[config.mk]
export PLATFORM = sky130hd
export DESIGN_NAME = hsv_to_rgb_converter_core
export DESIGN_NICKNAME = d
export VERILOG_FILES = /design/src/hw/rtl/hsv2rgb_pkg.sv /design/src/hw/rtl/hsv_to_rgb_converter_core.sv
export SDC_FILE = /design/constraint.sdc
export NUM_CORES = 1
export LEC_CHECK = 0
export ABC_AREA = 1
export BUFFER_PORTS_ARGS = -buffer_cell sky130_fd_sc_hd__buf_2
export CAP_MARGIN = 20
export CORE_ASPECT_RATIO = 1.1
export CORE_UTILIZATION = 54
export DETAILED_ROUTE_END_ITERATION = 8
export GPL_TIMING_DRIVEN = 0
export PLACE_DENSITY = 0.67
export SYNTH_ARGS = -nofsm -noshare
export SYNTH_HDL_FRONTEND = slang
export SYNTH_SLANG_ARGS = --single-unit
[constraint.sdc]
create_clock -name clk -period 7.2 [get_ports clk]
set_input_delay 0.72 -clock clk [delete_from_list [all_inputs] [get_ports clk]]
set_output_delay 0.72 -clock clk [all_outputs]
set_load 0.02 [all_outputs]
[src/hw/rtl/hsv2rgb_pkg.sv]
// ----------------------------------------------------------------------------
// HSV to RGB converter package
// Pixel types, sector codes and fixed-point constants shared by the converter.
// ----------------------------------------------------------------------------
`default_nettype none

package hsv2rgb_pkg;

	// Field widths.
	localparam int unsigned HUE_W = 15;
	localparam int unsigned CH_W  = 8;

	// Hue is in 1/64 degree, so one 60-degree sector spans 3840 units.
	localparam int unsigned SECTOR_UNITS = 3840;
	localparam int unsigned HUE_MAX      = 6 * SECTOR_UNITS - 1;
	localparam int unsigned FULL_SCALE   = 255;

	// Reciprocals for exact floor division by a constant.
	// RECIP_255  = ceil(2^24 / 255): exact for products up to 255 * 255.
	// RECIP_3825 = ceil(2^32 / 3825): exact for dividends below 2^20.
	localparam int unsigned RECIP_255  = 65794;
	localparam int unsigned RECIP_3825 = 1122868;

	// Input request: one HSV pixel.
	typedef struct packed {
		logic [HUE_W-1:0] hue;
		logic [CH_W-1:0]  sat;
		logic [CH_W-1:0]  val;
	} hsv_pixel_t;

	// Output result: one RGB pixel.
	typedef struct packed {
		logic [CH_W-1:0] red;
		logic [CH_W-1:0] green;
		logic [CH_W-1:0] blue;
	} rgb_pixel_t;

	// Hue sector, named after the colors at its start and end.
	typedef enum logic [2:0] {
		SEC_RED_YEL  = 3'd0,
		SEC_YEL_GRN  = 3'd1,
		SEC_GRN_CYAN = 3'd2,
		SEC_CYAN_BLU = 3'd3,
		SEC_BLU_MAG  = 3'd4,
		SEC_MAG_RED  = 3'd5
	} sector_t;

endpackage

`default_nettype wire

[src/hw/rtl/hsv_to_rgb_converter_core.sv]
// ----------------------------------------------------------------------------
// HSV to RGB converter core
// Five-stage pipeline converting HSV pixels to 8-bit RGB by the hexcone rule.
// ----------------------------------------------------------------------------
// Usage:
//   An HSV pixel request is taken on the hsv channel when hsv_valid and
//   hsv_ready are both high; the matching RGB pixel is offered on the rgb
//   channel and leaves when rgb_valid and rgb_ready are both high.
//   rgb_valid rises once the pixel reaches the fifth stage, the output
//   register; throughput is one pixel per clock while the receiver does not
//   stall. The stages are clamp and sector search, the weight
//   multiply, the value multiply, the reciprocal divide by 3825 and the
//   channel placement, which feeds the output register.
//   While the receiver stalls with a result waiting, the whole pipeline
//   holds and hsv_ready drops; as soon as the last stage is empty or being
//   taken, the pipeline advances and a new request is taken in the same
//   cycle. Nothing is dropped or repeated.
//   Reset (arst_n low) empties all stages at once; no clearing pass follows
//   and the block takes requests in the first cycle after reset.
//   Results are exact: each channel is the floor of its value over the
//   denominator 255 * 3840.
// ----------------------------------------------------------------------------
`default_nettype none

module hsv_to_rgb_converter_core (
	input  wire logic                    clk,
	input  wire logic                    arst_n,
	input  wire logic                    hsv_valid,
	output logic                         hsv_ready,
	input  wire hsv2rgb_pkg::hsv_pixel_t hsv,
	output logic                         rgb_valid,
	input  wire logic                    rgb_ready,
	output hsv2rgb_pkg::rgb_pixel_t      rgb
);

	import hsv2rgb_pkg::*;

	// Pipeline advance: the last stage is empty or its result is taken.
	logic advance;

	// Valid bits of the stages.
	logic vld_s1, vld_s2, vld_s3, vld_s4, vld_s5;

	// Stage 1 payload.
	sector_t             sec_s1;
	logic [11:0]         rem_s1;
	logic [CH_W-1:0]     sat_s1;
	logic [CH_W-1:0]     val_s1;

	// Stage 2 payload.
	sector_t             sec_s2;
	logic [19:0]         wgt_s2;
	logic [15:0]         base_s2;
	logic [CH_W-1:0]     val_s2;

	// Stage 3 payload.
	sector_t             sec_s3;
	logic [27:0]         num_s3;
	logic [32:0]         lo_prod_s3;
	logic [CH_W-1:0]     val_s3;

	// Stage 4 payload.
	sector_t             sec_s4;
	logic [40:0]         mid_prod_s4;
	logic [CH_W-1:0]     lo_s4;
	logic [CH_W-1:0]     val_s4;

	// Stage 5 payload (output register).
	rgb_pixel_t          rgb_s5;

	// Combinational values between the stages.
	logic [HUE_W-1:0]    hue_clamp;
	logic [HUE_W-1:0]    sec_base;
	logic [HUE_W-1:0]    rem_full;
	sector_t             sec_c;
	logic [12:0]         tn_c;
	logic [CH_W-1:0]     inv_sat_c;
	logic [20:0]         wgt_c;
	logic [CH_W-1:0]     mid_c;
	rgb_pixel_t          rgb_c;

	assign advance   = !vld_s5 || rgb_ready;
	assign hsv_ready = advance;
	assign rgb_valid = vld_s5;
	assign rgb       = rgb_s5;

	// Valid bits move with the data whenever the pipeline advances.
	always_ff @(posedge clk or negedge arst_n) begin
		if (!arst_n) begin
			vld_s1 <= 1'b0;
			vld_s2 <= 1'b0;
			vld_s3 <= 1'b0;
			vld_s4 <= 1'b0;
			vld_s5 <= 1'b0;
		end else if (advance) begin
			vld_s1 <= hsv_valid;
			vld_s2 <= vld_s1;
			vld_s3 <= vld_s2;
			vld_s4 <= vld_s3;
			vld_s5 <= vld_s4;
		end
	end

	// Stage 1 logic: clamp the hue and find its sector and remainder.
	always_comb begin
		hue_clamp = (hsv.hue > HUE_W'(HUE_MAX)) ? HUE_W'(HUE_MAX) : hsv.hue;
		if (hue_clamp >= HUE_W'(5 * SECTOR_UNITS)) begin
			sec_c    = SEC_MAG_RED;
			sec_base = HUE_W'(5 * SECTOR_UNITS);
		end else if (hue_clamp >= HUE_W'(4 * SECTOR_UNITS)) begin
			sec_c    = SEC_BLU_MAG;
			sec_base = HUE_W'(4 * SECTOR_UNITS);
		end else if (hue_clamp >= HUE_W'(3 * SECTOR_UNITS)) begin
			sec_c    = SEC_CYAN_BLU;
			sec_base = HUE_W'(3 * SECTOR_UNITS);
		end else if (hue_clamp >= HUE_W'(2 * SECTOR_UNITS)) begin
			sec_c    = SEC_GRN_CYAN;
			sec_base = HUE_W'(2 * SECTOR_UNITS);
		end else if (hue_clamp >= HUE_W'(SECTOR_UNITS)) begin
			sec_c    = SEC_YEL_GRN;
			sec_base = HUE_W'(SECTOR_UNITS);
		end else begin
			sec_c    = SEC_RED_YEL;
			sec_base = '0;
		end
		rem_full = hue_clamp - sec_base;
	end

	// Stage 2 logic: the fraction runs down in odd sectors. The weight is
	// sat * tn + (255 - sat) * 3840, at most 255 * 3840, so 20 bits hold it.
	always_comb begin
		tn_c      = sec_s1[0] ? (13'(SECTOR_UNITS) - {1'b0, rem_s1}) : {1'b0, rem_s1};
		inv_sat_c = ~sat_s1;
		wgt_c     = 21'(sat_s1) * 21'(tn_c) + 21'(inv_sat_c) * 21'(SECTOR_UNITS);
	end

	// Stage 5 logic: the rising or falling channel and the sector placement.
	always_comb begin
		mid_c = mid_prod_s4[39:32];
		unique case (sec_s4)
			SEC_RED_YEL:  rgb_c = '{red: val_s4, green: mid_c,  blue: lo_s4};
			SEC_YEL_GRN:  rgb_c = '{red: mid_c,  green: val_s4, blue: lo_s4};
			SEC_GRN_CYAN: rgb_c = '{red: lo_s4,  green: val_s4, blue: mid_c};
			SEC_CYAN_BLU: rgb_c = '{red: lo_s4,  green: mid_c,  blue: val_s4};
			SEC_BLU_MAG:  rgb_c = '{red: mid_c,  green: lo_s4,  blue: val_s4};
			default:      rgb_c = '{red: val_s4, green: lo_s4,  blue: mid_c};
		endcase
	end

	// Payload registers of all stages.
	always_ff @(posedge clk) begin
		if (advance) begin
			// Stage 1: sector and remainder below 3840.
			sec_s1      <= sec_c;
			rem_s1      <= rem_full[11:0];
			sat_s1      <= hsv.sat;
			val_s1      <= hsv.val;
			// Stage 2: weight and the low-channel product val * (255 - sat).
			sec_s2      <= sec_s1;
			wgt_s2      <= wgt_c[19:0];
			base_s2     <= 16'(val_s1) * 16'(inv_sat_c);
			val_s2      <= val_s1;
			// Stage 3: full numerator and the reciprocal product for the low channel.
			sec_s3      <= sec_s2;
			num_s3      <= 28'(val_s2) * 28'(wgt_s2);
			lo_prod_s3  <= 33'(base_s2) * 33'(RECIP_255);
			val_s3      <= val_s2;
			// Stage 4: divide by 256 * 3825 as a shift and a reciprocal product.
			sec_s4      <= sec_s3;
			mid_prod_s4 <= 41'(num_s3[27:8]) * 41'(RECIP_3825);
			lo_s4       <= lo_prod_s3[31:24];
			val_s4      <= val_s3;
			// Stage 5: output register.
			rgb_s5      <= rgb_c;
		end
	end

	// A request that meets no stall while it passes the stages arrives at the output.
	assert property (@(posedge clk) disable iff (!arst_n)
		(hsv_valid && hsv_ready) ##1 hsv_ready ##1 hsv_ready ##1 hsv_ready
			##1 hsv_ready |=> rgb_valid)
		else $error("pixel request did not reach the output in five cycles");

	// The remainder after the sector search always lies inside one sector.
	assert property (@(posedge clk) disable iff (!arst_n)
		vld_s1 |-> (rem_s1 < 12'(SECTOR_UNITS)))
		else $error("hue remainder out of sector range");

	// The low channel never exceeds the value.
	assert property (@(posedge clk) disable iff (!arst_n)
		vld_s4 |-> (lo_s4 <= val_s4))
		else $error("low channel above value");

	// The moving channel lies between the low channel and the value.
	assert property (@(posedge clk) disable iff (!arst_n)
		vld_s4 |-> ((mid_c >= lo_s4) && (mid_c <= val_s4)))
		else $error("moving channel outside its bounds");

endmodule

`default_nettype wire

# After elaboration in Yosys (flattened, before gate mapping)
# Cells that the tools add are included.
# totals
register_bits	234
latchBits	0
ramBits	0
rom_bits	0
input_bits	35
out_inout_bits	26
wordCells	61
n_memories	0
# classes
add_sub_neg	3
mul	6
n_div	0
magnitude_cmp	6
n_eq_ne	4
shifts	0
n_mux	12
n_bitwise	1
reduce_logical	4
# ops
cell	count
24-bit case mux with 5 select lines	1
12-bit 2-to-1 mux	5
20-bit by 19-bit multiplier with 38-bit output (second input constant)	1
16-bit by 16-bit multiplier with 31-bit output (second input constant)	1
15-bit by 14-bit >= comparator with 1-bit output (second input constant)	2
8-bit by 20-bit multiplier with 28-bit output	1
20-bit adder	1
8-bit by 13-bit multiplier with 20-bit output	1
8-bit by 8-bit multiplier with 16-bit output	1
15-bit by 12-bit >= comparator with 1-bit output (second input constant)	1
15-bit by 13-bit >= comparator with 1-bit output (second input constant)	1
15-bit >= comparator (second input constant)	1
15-bit > comparator (second input constant)	1
15-bit 2-to-1 mux	1
13-bit 2-to-1 mux	1
12-bit by 12-bit subtractor with 13-bit output (first input constant)	1
8-bit by 4-bit multiplier with 12-bit output (second input constant)	1
12-bit subtractor	1
8-bit inverter	1
3-bit by 2-bit == test with 1-bit output (second input constant)	2
2-bit 2-to-1 mux	2
3-bit by 1-bit == test with 1-bit output (second input constant)	1
3-bit == test (second input constant)	1
3-bit logical NOT	1
4 further kinds	5

# Logic depth before layout (Yosys ltp)
# Gate-level depths: netlist (run 1).
# logic_depth
depth_word	9
depth_mapped	29
depth_no_buf	28

# Worst setup path after synthesis (run 1)
# Ideal clock, no wire load.
# synth_timing
path_kind	flip-flop to flip-flop
startpoint	register sat_s1[1]
endpoint	register wgt_s2[18], data pin
setup_ns	0.265
arrival_ns	5.311
required_ns	6.935
setup_slack_ns	1.624
stages_incl_launch_ff	23
path_buffers	0
period_less_slack_ns	5.576
cell_sequence	edfxtp_1 -> inv_2 -> fa_1 -> inv_1 -> fa_1 -> inv_1 -> ha_1 -> a21o_1 -> a31oi_1 -> xor2_1 -> inv_1 -> ha_1 -> fa_1 -> fa_1 -> inv_1 -> fa_1 -> inv_1 -> ha_1 -> a21oi_1 -> o21ai_0 -> a21oi_1 -> o21ai_0 -> xor2_1
# synth_via
elab_chain_cells	3
word_cells_on_any_way	4
cone_classes	add/sub (1); mul (2); bitwise (1)
# synth_lines
item	line	source
start, declared	hsv_to_rgb_converter_core.sv:47	logic [CH_W-1:0] sat_s1;
start signal, assigned	hsv_to_rgb_converter_core.sv:156	sat_s1 <= hsv.sat;
parallel branches: the longest is 2 deep, another holds 8-bit by 13-bit multiplier with 20-bit output	n/a	
20-bit adder *	hsv_to_rgb_converter_core.sv:134	wgt_c = 21'(sat_s1) * 21'(tn_c) + 21'(inv_sat_c) * 21'(SECTOR_UNITS);
via wgt_c[18]	hsv_to_rgb_converter_core.sv:78	logic [20:0] wgt_c;
end signal, assigned	hsv_to_rgb_converter_core.sv:160	wgt_s2 <= wgt_c[19:0];
end, declared	hsv_to_rgb_converter_core.sv:52	logic [19:0] wgt_s2;
# Mark *: on every way through the listed nets, which the timed path passes.
# A chain may end at the register's enable or synchronous reset.

# Worst setup path after layout (run 1)
# layout_timing
startpoint	register sat_s1[5]
endpoint	register wgt_s2[19], data pin
# Same word-level chain as after synthesis.

==> summary.txt, run 1 <==
Status
  – Status: finished with violations
  – Failing checks: design-rule violations

Global routing
  – Global route hottest layer: met2
  – M1 GR Usage: 29.93%
  – Vias in the first global route: approximately 20,000
  – Initial antenna violation count: 0
  – GRT Overall Usage: about 25%
  – GRT overflow: 0
  – M2 GR Usage: a little under half
  – First-pass GRT wire length: 93,090 um
  – Largest net degree at the start of global routing: 72
  – Met3 Use GR: under 10%

Worst setup path
  – CP max FO: 13
  – Slowest stage cell, crit path: edfxtp_1
  – Required @ worst endpoint: about 7.4 ns
  – Reg-to-reg critical path startpoint: sat_s1[5]
  – CP Launch Type: flop
  – WS Path Type: flop to flop
  – WP data arrival: 6.87 ns
  – Slowest cell delay on critical path: ~0.67 ns
  – Crit path launch: sat_s1[5]
  – Crit path capture type: flop

Clock tree
  – CTS tree: yes
  – Hold-fix buffers, CTS: 0
  – CTS resizes: 0
  – Clock latency at the later pin of the worst-skew pair: 0.48 ns
  – H-tree levels: 4
  – CTS root buf: clkbuf_16
  – Setup Buffers After CTS: 0
  – # clock sinks: about 170
  – Clk slew on worst S/H paths: around 0.070 ns
  – Clk buf depth: 2
  – CTS buffer count: 17

Placement
  – Post-DP Area: about 0.026 mm^2
  – GPL Wtd Cong: slightly above 0.9
  – IO buf count: 60
  – Placement Setup Slack: a little under 0.6 ns
  – DP HPWL: 47,430 um

Synthesis
  – Cells after synthesis: roughly 2,900
  – Area of the mapped netlist: 0.02486 mm^2
  – Post-synth top cells: inv_1, nand2_1, ha_1
  – Dominant synthesized flop cell: edfxtp_1
  – FFs w/ async S/R, synth: under 10%
  – Yosys cell types: 54
  – Count leader, synth: inv_1
  – Seq/Total Area, Yosys: about 21%
  – Syn avg cell area: ~8.5 um^2
  – Synth Net Count: 3,629
  – Synth Register Bits: approximately 170
  – Yosys top cell area share: roughly a quarter
  – Synth Warn #: 0
  – Number of flops mapped to enable cells by yosys: around 170
  – Post-synth top area cell: fa_1
  – Largest cells by area after synthesis: fa_1, edfxtp_1, ha_1, inv_1, nand2_1

Timing
  – F_max: ~0.15 GHz
  – Setup violations, final: 0
  – Worst Slack Setup Final: 0.5481 ns
  – Final TNS setup: 0 ns
  – Period minus WS final: 6.652 ns
  – Worst slew pin tran: between 0.8 and 0.9 ns
  – Fin Clk Skew: between 0.01 and 0.015 ns
  – Slew margin rel.: between 40% and 50%
  – Hold Fails Final Rpt: 0
  – Final period utilization: 92.39%
  – RSZ-0062 raised after global routing: no
  – Max-slew violations: 0

Finish
  – Finished Cell Area: 0.02658 mm^2
  – Final core occ: 58.49%
  – Multi-input gate area: around 0.017 mm^2
  – FF+latch area: between 0.005 and 0.006 mm^2
  – Fillers: 4,066
  – Nets@finish: between 3,000 and 4,000
  – Ant. Diodes: 0
  – Layout cells sized above 1: under 10%
  – Layout area overhead: 6.951%

Routing
  – Vias per cell: ~5.2
  – Drt wl/cell: between 15 and 20 um
  – Vias: around 19,000
  – Wirelength, routed: 55,770 um
  – Drt drc: 4
  – Antenna-violating nets left: 0
  – Drt first-iter violations: approximately 1,100
  – Pre-antenna DRT Iters: 8

Floorplan
  – Core ar.: between 0.04 and 0.05 mm^2
  – Die W: ~210 um
  – Chip height: approximately 230 um
  – Row count: 82
  – Top Ports: 61
  – Starting Density: 54.69%
  – Die area: 0.04689 mm^2

Job
  – MaxCap Viol Count: 0

Hold path
  – Hold crit path type: primary input to asynchronous set/reset pin
-- cells in the final DEF, fill, tap and decap left out, types with 30 or more instances in the layout --
| master | Yosys | final |
|---|---|---|
| a21oi_1 | 106 | 106 |
| ha_1 | 366 | 366 |
| nor3_1 | 30 | 30 |
| nand3_1 | 72 | 72 |
| o21ai_0 | 63 | 63 |
| fa_1 | 302 | 302 |
| clkbuf_1 | 32 | 33 |
| xor2_1 | 46 | 46 |
| nor2_1 | 218 | 218 |
| nand2_1 | 583 | 582 |
| buf_2 | 2 | 62 |
| inv_1 | 748 | 748 |
| edfxtp_1 | 168 | 168 |
-- worst max-delay path, delay by kind of cell, from the launching register on --
kind	cells	cell delay, ns
adders and majority gates	7	3.16
buffers and inverters	9	1.23
DFF	1	0.67
xor gates and xnor gates	1	0.24
and+or+nand+nor	10	0.89
AOI/OAI and AO/OA	1	0.21
-- kinds of logic (layout without fill, tap and decap cells) --
family,Yosys count,after routing,synth area share [%]
xor gates and xnor gates,61,61,2.180
buffers and inverters,812,906,12.40
and+or+nand+nor,961,961,15.85
DFF,173,173,20.80
adders and majority gates,668,668,42.75
AOI/OAI and AO/OA,248,248,5.894
muxes,3,3,0.1359
-- worst paths after layout --
check | end | slack (ns) | cells after the start
worst max-delay path | wgt_s2[19] | 0.55 | 28
worst max register to register | wgt_s2[19] | 0.55 | 28
max in group asynchronous | vld_s4 | 7.03 | 1
worst min register to register | sec_s3[0] | 0.42 | 0
min in group clk | sat_s1[6] | 0.41 | 1
worst min-delay path | rgb_valid | 0.04 | 1
-- final cells by class --
cell class | count | area share, %
Buffer | 48 | 0.8048
Clock buffer | 20 | 1.718
Timing Repair Buffer | 62 | 1.308
Sequential cell | 173 | 19.45
Inverter | 764 | 10.79
Multi-Input combinational cell | 1941 | 62.49
Tap cell | 588 | 2.767
Clock inverter | 12 | 0.6777
-- flip-flops by register name, summed over array words and instances, names as in the netlist, 12 cells and up --
name / flops
rem_s1: 12
base_s2: 16
num_s3: 20
wgt_s2: 20
rgb: 24
-- per-layer routing --
layer	share of wire (%)	routed length, um
met5	0	0
met4	2.3	1262
met1	42	23390
met3	3.3	1833
met2	53	29280
-- per-stage QoR --
step                      std cells  hold slack (ns)
after global routing           3608          0.02999
after detailed placement       3576           0.4045
after floorplan                2926           0.4003
after CTS                      3608          0.01395
final                          3608          0.04221
after global placement         3574           0.4014
Power of run 1 is not shown: default switching activity piles up to over one toggle a cycle in this logic, so the estimate is an artifact.
==> run 2, diff against run 1 <==
Settings changed: CORE_ASPECT_RATIO 1.1 to default, CORE_UTILIZATION 54 to 40, PLACE_DENSITY 0.67 to 0.52, SLEW_MARGIN from default to 0.
==> run 2 against run 1 <==
First-iteration DRC count decreased by 26%. Sequential cell count unchanged. Highest routed layer unchanged. Setup slack got worse by 0.038 ns. Utilization down 15 points. Critical path depth is the same. Wire length increased by 4.4%. Cell area grew 1.1%. The run now ends clean. Non-clock buffer count stayed put. Via count decreased by 1.6%.
==> summary.txt, run 2 (same netlist as run 1, synthesis figures left out) <==
Clock tree
  – CTS tree: yes (unchanged)
  – Clock latency at the later pin of the worst-skew pair: 0.48 ns (about the same)
  – H-tree levels: 4 (unchanged)
  – Clk slew on worst S/H paths: 0.08 ns (was 0.07 ns)
  – Setup Buffers After CTS: 0 (unchanged)
  – Hold-fix buffers, CTS: 0 (unchanged)
  – CTS root buf: clkbuf_16 (unchanged)
  – # clock sinks: 173 (unchanged)
  – Clk buf depth: 2 (unchanged)
  – CTS buffer count: 17 (unchanged)
  – CTS resizes: 0 (unchanged)

Routing
  – Vias per cell: 4.786 (was 5.200)
  – Highest metal used: met4 (unchanged)
  – Antenna-violating nets left: 0 (unchanged)
  – Pre-antenna DRT Iters: 5 (was 8)
  – Routed wl met2: 28,220 um (was 29,280 um)
  – Drt drc: 0 (was 4)
  – Wirelength, routed: 58,200 um (was 55,770 um)
  – Met3 WL: 1949 um (was 1833 um)
  – Vias: 18,460 (was 18,760)
  – Drt wl/cell: 15.09 um (was 15.46 um)
  – M1 wire length: 26,890 um (was 23,390 um)
  – Drt first-iter violations: 777 (was 1,053)

Worst setup path
  – Crit path depth: 28 (unchanged)
  – CP bufs+invs: 9 (unchanged)
  – Cell depth of the worst flop-to-flop path: 28 (unchanged)
  – WP data arrival: 6.91 ns (was 6.87 ns)
  – CP max FO: 13 (unchanged)
  – Slowest cell delay on critical path: 0.67 ns (about the same)
  – Crit path capture type: flop (unchanged)
  – Slowest stage cell, crit path: edfxtp_1 (unchanged)
  – Required @ worst endpoint: 7.42 ns (about the same)
  – CP Launch Type: flop (unchanged)
  – CP delay by family, top: adder cells (unchanged)
  – WS Path Type: flop to flop (unchanged)

Timing
  – Hold Fails Final Rpt: 0 (unchanged)
  – Fin Clk Skew: 0.01277 ns (was 0.01481 ns)
  – Slew margin rel.: 35.75% (was 41.81%)
  – Period minus WS final: 6.689 ns (was 6.652 ns)
  – Setup violations, final: 0 (unchanged)
  – RSZ-0062 raised after global routing: no (unchanged)
  – Final period utilization: 92.91% (was 92.39%)
  – F_max: 0.1495 GHz (was 0.1503 GHz)
  – Worst slew pin tran: 0.9638 ns (was 0.8728 ns)
  – Max-slew violations: 0 (unchanged)

Finish
  – FF+latch area: 0.005170 mm^2 (unchanged)
  – Ant. Diodes: 0 (unchanged)
  – Commonest non-fill, non-tap cell in the layout: inv_1 (unchanged)
  – Multi-input gate area: 0.01661 mm^2 (unchanged)
  – Most frequent cells in the layout: inv_1, nand2_1, ha_1 (unchanged)
  – Layout area overhead: 8.135% (was 6.951%)
  – Layout cells sized above 1: 5.232% (was 5.199%)
  – Fillers: 6,171 (was 4,066)
  – Largest register FFs: 24 (unchanged)
  – Nets@finish: 3,710 (unchanged)
  – Finished Cell Area: 0.02688 mm^2 (was 0.02658 mm^2)

Floorplan
  – Die area: 0.06314 mm^2 (was 0.04689 mm^2)
  – Row count: 91 (was 82)
  – Die W: 251.3 um (was 206.6 um)
  – Top Ports: 61 (unchanged)
  – Starting Density: 40.35% (was 54.69%)
  – Core ar.: 0.06160 mm^2 (was 0.04545 mm^2)
  – Chip height: 251.3 um (was 227.0 um)

Placement
  – IO buf count: 60 (unchanged)
  – DP HPWL: 49,910 um (was 47,430 um)
  – GPL Wtd Cong: 0.8896 (was 0.9343)
  – Post-DP Area: 0.02627 mm^2 (was 0.02595 mm^2)

Global routing
  – Vias in the first global route: 19,480 (was 19,530)
  – Initial antenna violation count: 0 (unchanged)
  – Largest net degree at the start of global routing: 69 (was 72)
  – GRT Overall Usage: 19.62% (was 25.35%)
  – GRT overflow: 0 (unchanged)
  – First-pass GRT wire length: 98,190 um (was 93,090 um)

Job
  – MaxCap Viol Count: 0 (unchanged)

Hold path
  – Hold crit path type: primary input to asynchronous set/reset pin (unchanged)

Status
  – Status: complete, no violations (was finished with violations)
-- run 2: layer usage --
layer  vias to the layer above  global-route usage (%)
met5                         -                       0
met4                         0                   5.366
met3                        63                   2.744
met2                       267                   34.25
met1                      8943                   25.28
li1                       9187                       -
-- run 2: final timing paths --
check	slack (ns)	startpoint	end
worst max-delay path	0.51	sat_s1[5]	wgt_s2[19]
worst min-delay path	0.04	arst_n	vld_s2
worst max register to register	0.51	sat_s1[5]	wgt_s2[19]
worst min register to register	0.42	lo_prod_s3[31]	lo_s4[7]
max in group asynchronous	7.02	arst_n	vld_s3
min in group clk	0.41	hsv[1]	val_s1[1]
-- run 2: layout make-up --
type                       count  area share [%]
sequential                   173           19.23
multi-input combinational   1941           61.81
inverter                     764           10.67
timing repair buffer          62           1.322
clock inverter                15          0.6936
clock buffer                  17           1.583
tap                          837           3.896
buffer                        48          0.7960
-- run 2: per-stage QoR --
stage | worst slack, ns | cells | TNS, ns | utilization [%] | hold WS, ns
2_1_floorplan | 1.624 | 2926 | 0 | - | 0.4003
6_report | 0.5106 | 3857 | 0 | 43.64 | 0.04422
3_5_place_dp | 0.5133 | 3825 | 0 | 42.64 | 0.4045
3_3_place_gp | -0.3985 | 3823 | -0.3985 | 42.54 | 0.4023
4_1_cts | 0.4807 | 3857 | 0 | 43.64 | 0.01005
5_1_grt | 0.05632 | 3857 | 0 | 43.64 | 0.02178
-- run 2: worst reg2reg max path, delay by kind of cell (launching register included) --
kind | cells | cell delay, ns
AND/OR/NAND/NOR | 10 | 0.88
buffers and inverters | 9 | 1.28
flip-flops | 1 | 0.67
AO/OA/AOI/OAI | 1 | 0.21
XOR/XNOR | 1 | 0.24
adder cells (fa/ha/maj) | 7 | 3.16
Power of run 2 is left out for the same reason.
